### src/design/ir_code_filter_fifo_assert.svh
// Assertion macros for the infrared code filter and queue.
// Used by the top level; depends on nothing else.
`ifndef IR_CODE_FILTER_FIFO_ASSERT_SVH
`define IR_CODE_FILTER_FIFO_ASSERT_SVH
`ifndef SYNTHESIS
`define IRCF_ASSERT_SAME(label, clk, rst_n, ante, cons) \
    label: assert property (@(posedge clk) disable iff (!rst_n) (ante) |-> (cons)) \
        else $error("assertion failed: same-cycle implication");
`define IRCF_ASSERT_NEXT(label, clk, rst_n, ante, cons) \
    label: assert property (@(posedge clk) disable iff (!rst_n) (ante) |=> (cons)) \
        else $error("assertion failed: next-cycle implication");
`else
`define IRCF_ASSERT_SAME(label, clk, rst_n, ante, cons)
`define IRCF_ASSERT_NEXT(label, clk, rst_n, ante, cons)
`endif
`endif

### src/design/ircf_pkg.sv
// Shared types and constants for the infrared code filter and queue.
// Used by the controller, the datapath and the top level.
`timescale 1ns / 1ps
`default_nettype none

package ircf_pkg;

    localparam int SYS_W    = 16;
    localparam int BYTE_W   = 8;
    localparam int STATUS_W = 3;
    localparam int CFG_IDX_W  = 1;
    localparam int CFG_DATA_W = 16;

    localparam logic [SYS_W-1:0]  SYS_CODE_RESET  = 16'hFF00;
    localparam logic [BYTE_W-1:0] THRESHOLD_RESET = 8'd4;

    localparam logic [CFG_IDX_W-1:0] CFG_SYSTEM_CODE = 1'b0;
    localparam logic [CFG_IDX_W-1:0] CFG_THRESHOLD   = 1'b1;

    localparam logic FUNC_EVENT = 1'b0;
    localparam logic FUNC_READ  = 1'b1;

    localparam logic [STATUS_W-1:0] STATUS_READ     = 3'd0;
    localparam logic [STATUS_W-1:0] STATUS_REJECT   = 3'd1;
    localparam logic [STATUS_W-1:0] STATUS_SUPPRESS = 3'd2;
    localparam logic [STATUS_W-1:0] STATUS_QUEUED   = 3'd3;
    localparam logic [STATUS_W-1:0] STATUS_FULL     = 3'd4;

    typedef enum logic {
        CTRL_IDLE,
        CTRL_EXEC
    } ctrl_state_t;

    typedef struct packed {
        logic load_in;
        logic exec;
    } ircf_cmd_t;

    typedef struct packed {
        logic q_empty;
        logic q_full;
    } ircf_status_t;

endpackage

`default_nettype wire

### src/design/ircf_ctrl.sv
// Controller state machine: captures a word, then executes it once the output
// register is free. Depends on ircf_pkg.
`timescale 1ns / 1ps
`default_nettype none

module ircf_ctrl
    import ircf_pkg::*;
(
    input  wire logic         clk,
    input  wire logic         rst_n,
    input  wire logic         in_valid,
    output logic              in_ready,
    output logic              out_valid,
    input  wire logic         out_ready,
    output ircf_cmd_t         cmd
);

    ctrl_state_t state_reg;
    ctrl_state_t state_next;
    logic        out_valid_reg;
    logic        out_valid_next;

    always_ff @(posedge clk or negedge rst_n)
    begin
        if (!rst_n)
        begin
            state_reg     <= CTRL_IDLE;
            out_valid_reg <= 1'b0;
        end
        else
        begin
            state_reg     <= state_next;
            out_valid_reg <= out_valid_next;
        end
    end

    always_comb
    begin
        state_next  = state_reg;
        in_ready    = 1'b0;
        cmd.load_in = 1'b0;
        cmd.exec    = 1'b0;
        unique case (state_reg)
            CTRL_IDLE:
            begin
                in_ready = 1'b1;
                if (in_valid)
                begin
                    cmd.load_in = 1'b1;
                    state_next  = CTRL_EXEC;
                end
            end
            CTRL_EXEC:
            begin
                // The result may only be written once the previous one has left.
                if (!out_valid_reg || out_ready)
                begin
                    cmd.exec   = 1'b1;
                    state_next = CTRL_IDLE;
                end
            end
            default:
            begin
                state_next = CTRL_IDLE;
            end
        endcase

        if (cmd.exec)
            out_valid_next = 1'b1;
        else if (out_ready)
            out_valid_next = 1'b0;
        else
            out_valid_next = out_valid_reg;
    end

    assign out_valid = out_valid_reg;

endmodule

`default_nettype wire

### src/design/ircf_datapath.sv
// Datapath: configuration registers, captured word, frame check, repeat
// counter, ring queue store and output registers. Depends on ircf_pkg.
`timescale 1ns / 1ps
`default_nettype none

module ircf_datapath
    import ircf_pkg::*;
#(
    parameter int QUEUE_SLOTS = 10
)
(
    input  wire logic                  clk,
    input  wire logic                  rst_n,
    input  wire logic                  cfg_we,
    input  wire logic [CFG_IDX_W-1:0]  cfg_index,
    input  wire logic [CFG_DATA_W-1:0] cfg_data,
    input  wire logic                  func,
    input  wire logic [SYS_W-1:0]      system_code,
    input  wire logic [BYTE_W-1:0]     command_byte,
    input  wire logic [BYTE_W-1:0]     inverted_command,
    input  wire logic                  repeat_flag,
    input  wire ircf_cmd_t             cmd,
    output ircf_status_t               status,
    output logic [BYTE_W-1:0]          read_code,
    output logic                       read_valid,
    output logic [STATUS_W-1:0]        event_status
);

    localparam int IDX_W = (QUEUE_SLOTS > 1) ? $clog2(QUEUE_SLOTS) : 1;
    localparam logic [IDX_W-1:0] LAST_SLOT = IDX_W'(QUEUE_SLOTS - 1);

    function automatic logic [IDX_W-1:0] next_slot(input logic [IDX_W-1:0] i);
        next_slot = (i == LAST_SLOT) ? '0 : i + 1'b1;
    endfunction

    logic [SYS_W-1:0]    exp_sys_reg;
    logic [BYTE_W-1:0]   threshold_reg;
    logic [IDX_W-1:0]    head_reg;
    logic [IDX_W-1:0]    head_next;
    logic [IDX_W-1:0]    tail_reg;
    logic [IDX_W-1:0]    tail_next;
    logic [BYTE_W-1:0]   rpt_count_reg;
    logic [BYTE_W-1:0]   rpt_count_next;

    logic                func_in_reg;
    logic [SYS_W-1:0]    sys_in_reg;
    logic [BYTE_W-1:0]   cmd_in_reg;
    logic [BYTE_W-1:0]   inv_in_reg;
    logic                rep_in_reg;

    logic [BYTE_W-1:0]   store [QUEUE_SLOTS];
    logic [BYTE_W-1:0]   code_reg;
    logic                valid_reg;
    logic [STATUS_W-1:0] status_reg;
    logic [STATUS_W-1:0] status_next;

    logic [IDX_W-1:0]    head_adv;
    logic [IDX_W-1:0]    tail_adv;
    logic [BYTE_W-1:0]   rpt_inc;
    logic                frame_ok;
    logic                do_pop;
    logic                do_push;

    assign head_adv = next_slot(head_reg);
    assign tail_adv = next_slot(tail_reg);
    assign rpt_inc  = rpt_count_reg + 1'b1;
    // The inverted byte must be the exact complement of the command byte.
    assign frame_ok = (sys_in_reg == exp_sys_reg) && (cmd_in_reg == ~inv_in_reg);

    assign status.q_empty = (head_reg == tail_reg);
    assign status.q_full  = (tail_adv == head_reg);

    always_comb
    begin
        head_next      = head_reg;
        tail_next      = tail_reg;
        rpt_count_next = rpt_count_reg;
        status_next    = STATUS_READ;
        do_pop         = 1'b0;
        do_push        = 1'b0;
        if (func_in_reg == FUNC_READ)
        begin
            if (!status.q_empty)
            begin
                do_pop    = 1'b1;
                head_next = head_adv;
            end
        end
        else if (!frame_ok)
        begin
            status_next = STATUS_REJECT;
        end
        else if (rep_in_reg && (rpt_inc < threshold_reg))
        begin
            rpt_count_next = rpt_inc;
            status_next    = STATUS_SUPPRESS;
        end
        else
        begin
            rpt_count_next = '0;
            if (status.q_full)
            begin
                status_next = STATUS_FULL;
            end
            else
            begin
                do_push     = 1'b1;
                tail_next   = tail_adv;
                status_next = STATUS_QUEUED;
            end
        end
    end

    always_ff @(posedge clk or negedge rst_n)
    begin
        if (!rst_n)
        begin
            exp_sys_reg   <= SYS_CODE_RESET;
            threshold_reg <= THRESHOLD_RESET;
            head_reg      <= LAST_SLOT;
            tail_reg      <= LAST_SLOT;
            rpt_count_reg <= '0;
        end
        else
        begin
            if (cfg_we)
            begin
                priority if (cfg_index == CFG_SYSTEM_CODE)
                    exp_sys_reg <= cfg_data;
                else if (cfg_index == CFG_THRESHOLD)
                    threshold_reg <= cfg_data[BYTE_W-1:0];
            end
            if (cmd.exec)
            begin
                head_reg      <= head_next;
                tail_reg      <= tail_next;
                rpt_count_reg <= rpt_count_next;
            end
        end
    end

    // Captured word, queue store and output word carry no reset.
    always_ff @(posedge clk)
    begin
        if (cmd.load_in)
        begin
            func_in_reg <= func;
            sys_in_reg  <= system_code;
            cmd_in_reg  <= command_byte;
            inv_in_reg  <= inverted_command;
            rep_in_reg  <= repeat_flag;
        end
        if (cmd.exec)
        begin
            if (do_push)
                store[tail_adv] <= cmd_in_reg;
            // The store's read data register doubles as the output code register.
            code_reg   <= do_pop ? store[head_adv] : '0;
            valid_reg  <= do_pop;
            status_reg <= status_next;
        end
    end

    assign read_code    = code_reg;
    assign read_valid   = valid_reg;
    assign event_status = status_reg;

endmodule

`default_nettype wire

### src/design/ir_code_filter_fifo.sv
// Top level of the infrared code filter and queue.
// Instantiates ircf_ctrl and ircf_datapath; depends on ircf_pkg and the assertion header.
`timescale 1ns / 1ps
`default_nettype none
`include "ir_code_filter_fifo_assert.svh"

// Checks decoded remote frames (func 0) against the configured system code and
// the command/inverse pair, filters repeats against a threshold, and queues good
// codes in a ring of QUEUE_SLOTS entries of which one is always left empty; a host
// read (func 1) pops the oldest code. Each word is first captured and then executed
// against the queue pointers and store, which is the controller's capture/execute
// sequence. A new word is taken while the previous result still waits on the
// output; execution stalls until that result has gone.
// Configuration writes take effect on the clock edge at which cfg_we is high.
module ir_code_filter_fifo
    import ircf_pkg::*;
#(
    parameter int QUEUE_SLOTS = 10
)
(
    input  wire logic                  clk,
    input  wire logic                  rst_n,
    input  wire logic                  cfg_we,
    input  wire logic [CFG_IDX_W-1:0]  cfg_index,
    input  wire logic [CFG_DATA_W-1:0] cfg_data,
    input  wire logic                  in_valid,
    output logic                       in_ready,
    input  wire logic                  func,
    input  wire logic [SYS_W-1:0]      system_code,
    input  wire logic [BYTE_W-1:0]     command_byte,
    input  wire logic [BYTE_W-1:0]     inverted_command,
    input  wire logic                  repeat_flag,
    output logic                       out_valid,
    input  wire logic                  out_ready,
    output logic [BYTE_W-1:0]          read_code,
    output logic                       read_valid,
    output logic [STATUS_W-1:0]        event_status
);

    ircf_cmd_t    cmd;
    ircf_status_t status;

    ircf_ctrl u_ctrl (
        .clk       (clk),
        .rst_n     (rst_n),
        .in_valid  (in_valid),
        .in_ready  (in_ready),
        .out_valid (out_valid),
        .out_ready (out_ready),
        .cmd       (cmd)
    );

    ircf_datapath #(
        .QUEUE_SLOTS (QUEUE_SLOTS)
    ) u_datapath (
        .clk              (clk),
        .rst_n            (rst_n),
        .cfg_we           (cfg_we),
        .cfg_index        (cfg_index),
        .cfg_data         (cfg_data),
        .func             (func),
        .system_code      (system_code),
        .command_byte     (command_byte),
        .inverted_command (inverted_command),
        .repeat_flag      (repeat_flag),
        .cmd              (cmd),
        .status           (status),
        .read_code        (read_code),
        .read_valid       (read_valid),
        .event_status     (event_status)
    );

    `IRCF_ASSERT_NEXT(a_exec_loads_output, clk, rst_n, cmd.exec, out_valid)
    `IRCF_ASSERT_NEXT(a_one_word_at_a_time, clk, rst_n, in_valid && in_ready, !in_ready)
    `IRCF_ASSERT_SAME(a_empty_not_full, clk, rst_n, status.q_empty, !status.q_full)
    `IRCF_ASSERT_SAME(a_pop_is_read, clk, rst_n, out_valid && read_valid, event_status == STATUS_READ)

endmodule

`default_nettype wire

### config.mk
export PLATFORM = sky130hd
export DESIGN_NAME = ir_code_filter_fifo
export DESIGN_NICKNAME = d
export VERILOG_FILES = /design/src/design/ircf_pkg.sv /design/src/design/ircf_ctrl.sv /design/src/design/ircf_datapath.sv /design/src/design/ir_code_filter_fifo.sv
export VERILOG_INCLUDE_DIRS = /design/src /design/src/design
export SDC_FILE = /design/constraint.sdc
export NUM_CORES = 1
export LEC_CHECK = 0
export BUFFER_PORTS_ARGS = -buffer_cell sky130_fd_sc_hd__buf_2
export CAP_MARGIN = 30
export CORE_UTILIZATION = 53
export DETAILED_ROUTE_END_ITERATION = 16
export PLACE_DENSITY = 0.76
export SLEW_MARGIN = 5
export SYNTH_ARGS = -nofsm -noshare
export SYNTH_HDL_FRONTEND = slang
export SYNTH_HIERARCHICAL = 1
export SYNTH_SLANG_ARGS = --single-unit
### constraint.sdc
create_clock -name clk -period 3.46 [get_ports clk]
set_input_delay 0.173 -clock clk [delete_from_list [all_inputs] [get_ports clk]]
set_output_delay 0.173 -clock clk [all_outputs]
set_load 0.01 [all_outputs]
==> summary.md <==
| Metric | Value |
|---|---|
| First-pass DRT Iterations | 5 |
| Crit end category | register |
| Outcome | complete, no violations |
| Routability cong. | just over 0.8 |
| Initial antenna violation count | 0 |
| Fraction of layout instances using a drive strength above 1 | 33.2% |
| I/O Buffers | 69 |
| Vias in the first global route | 4414 |
| Clk pin slew, worst setup/hold paths | roughly 0.060 ns |
| Most frequent CP cell | ha_1 |
| DIE AREA | 13800 um2 |
| Endpoints failing setup | 0 |
| Max cap viols | 0 |
| Core ar. | 12800 um2 |
| Total congestion overflow | 0 |
| Post-route ant nets | 0 |
| Hold WC Path Type | input port to register |
| Final Routed Wirelength | 14.7 mm |
| PnR Total Power | 5.48 mW |
| Slowest stage delay, CP | 0.41 ns |
| First-pass GRT wire length | approximately 24 mm |
| Vert. Die Dim | between 100 and 150 um |
| Crit-path cells | ha_1 -> nand3_1 -> nor2_1 -> xor2_1 -> ha_1 -> o211ai_1 -> a31o_2 -> a32oi_2 -> nand2_2 -> nor4_1 -> buf_4 |
| NetSw | 1.46 mW |
| Mapped Area | 7050 um2 |
| Worst VDD drop | 0.414 mV |
| Tot GR Track Use | 23.3% |
| DRC viols | 0 |
| Clock Power Share | 32.4% |
| Max FFs per register | 80 |
| Slew of the pin with the lowest slew margin | 0.715 ns |
| Setup Crit Path Kind | register to register |
| H-tree Lvls | 4 |
| Fin crit share | approximately nine tenths |
| Area Growth Syn to Fin | 23.7% |
| WL/cell | 19.6 um |
| Inst Count DP | between 600 and 700 |
| Initial core utilization | 55.2% |
| Required @ worst endpoint | about 3.6 ns |
| Die span in x | 117 um |
| Avg Vias per Cell | around 5.5 |
| Antenna diodes | 0 |
| CTS tree | yes |
| Power Density | 628 nW/um2 |
| Max-slew headroom | 52.2% |
| Fin crit period | 3.11 ns |
| Unrepaired setup endpoints after global routing | no |
| P_int | ~4.0 mW |
| Post-CTS Setup Bufs | 0 |
| Post-DP HPWL | 9.31 mm |
| Vias | 4099 |
| Leak pwr | 3.29 nW |
| Final Skew | approximately 0.011 ns |
| Total CTS buffers | 17 |
| Crit-path max FO | 11 |
| Crit path DAT | 3.24 ns |
| Synth warn | 6 |
| Largest net degree at the start of global routing | 43 |
| Gate Count Post-Synth | 427 |
| Syn avg cell area | 16.5 um2 |
| CTS max path bufs | 2 |
| Syn Nets | a little under 500 |
| CTS root buffer | clkbuf_16 |
| Setup crit start kind | register |
| CP max-delay cell | dfrtp_1 |
| Combinational share of power | 21.3% |
| Fin. Hold Viols | 0 |
| # clock sinks | 168 |
| Worst-Skew Late Latency | 0.43 ns |
| Layout Nets | approximately 630 |
| Flop pwr share | 46.4% |
| IO Pins | 70 |
| Slew Limit Fails | 0 |
| Non-Filler Instances | 750 |
| Rows | 41 |
| DR iter-0 viols | 278 |
| F_max | 321 MHz |
| Sw Ratio | 26.6% |
| Setup TNS | 0 ns |
metrics by stage:
stage               setup WS (ns)  hold WS (ns)  instance area (um2)  util [%]
global route               0.0968       0.00625                 8720      68.3
finish                      0.347        0.0229                 8720      68.3
global placement            0.423         0.350                 7640      59.8
CTS                         0.237       0.00584                 8680      67.9
detailed placement          0.273         0.351                 7640      59.8
floorplan                   0.119        -0.123                 7050         -
worst max-delay path, delay by kind of cell (launching register included):
family	cells	cell delay [ns]
AOI/OAI and AO/OA	3	0.71
xor gates and xnor gates	1	0.12
DFF	1	0.41
adders and majority gates	2	0.52
buffers and inverters	1	0.24
and+or+nand+nor	4	0.82
path summary, 6_finish.rpt:
path                                                          from                                       to  slack [ns]  depth (start not counted)
max                        u_datapath/rpt_count_reg[0]$_DFFE_PN0P_         u_datapath/store[1][1]$_DFFE_PP_        0.35                         11
min                                                   cfg_data[12]   u_datapath/exp_sys_reg[12]$_DFFE_PN1P_        0.02                          2
max reg2reg                u_datapath/rpt_count_reg[0]$_DFFE_PN0P_         u_datapath/store[1][1]$_DFFE_PP_        0.35                         11
min reg2reg                u_datapath/threshold_reg[3]$_DFFE_PN0P_  u_datapath/threshold_reg[3]$_DFFE_PN0P_        0.51                          1
max in group asynchronous                                    rst_n       u_datapath/tail_reg[3]$_DFFE_PN1P_        2.80                          3
min in group asynchronous                                    rst_n  u_datapath/rpt_count_reg[0]$_DFFE_PN0P_        0.14                          2
power by group through the flow:
stage | Sequential [mW] | Clock [mW] | Combinational (mW)
final | 2.54 | 1.77 | 1.17
after global routing | 2.56 | 1.89 | 1.27
after CTS | 2.54 | 1.80 | 1.17
after detailed placement | 2.58 | 0 | 1.12
after global placement | 2.57 | 0 | 1.09
after floorplan | 2.48 | 0 | 0.923
metal layers:
layer  vias up  track usage (%)  routed length, um
met3        21             5.59                703
met5         -                0                  0
met4         0             10.3                317
met1      2041             29.3               6040
met2       145             38.6               7610
li1       1892                -                  -
placed cells by master (no fill, tap or decap), types with 7 or more instances in the layout:
cell type / count
and2_1: 10
dfstp_2: 13
buf_4: 16
mux2_2: 26
mux4_2: 24
inv_1: 14
dlygate4sd3_1: 49
edfxtp_1: 126
nand4_1: 7
clkbuf_16: 17
nand2b_1: 7
nor3_1: 10
ha_1: 8
xnor2_1: 20
o21ai_0: 10
nand2_1: 27
xor2_1: 21
dfrtp_1: 29
buf_2: 69
nor4_1: 11
layout make-up:
type / count / area, um2
Timing Repair Buffer: 136 / 996
Clock buffer: 19 / 433
Tap cell: 172 / 215
Clock inverter: 13 / 119
Fill cell: 813 / 4050
Sequential cell: 168 / 4850
Multi-Input combinational cell: 226 / 2050
Inverter: 16 / 60.1
what timing repair did:
| action | in CTS | in global routing |
|---|---|---|
| resized for setup | 0 | 1 |
| endpoints found under the hold margin | 83 | 0 |
| endpoints found under the setup margin | 0 | 8 |
| hold buffers | 49 | 0 |
(Power assumes the default switching activity.)
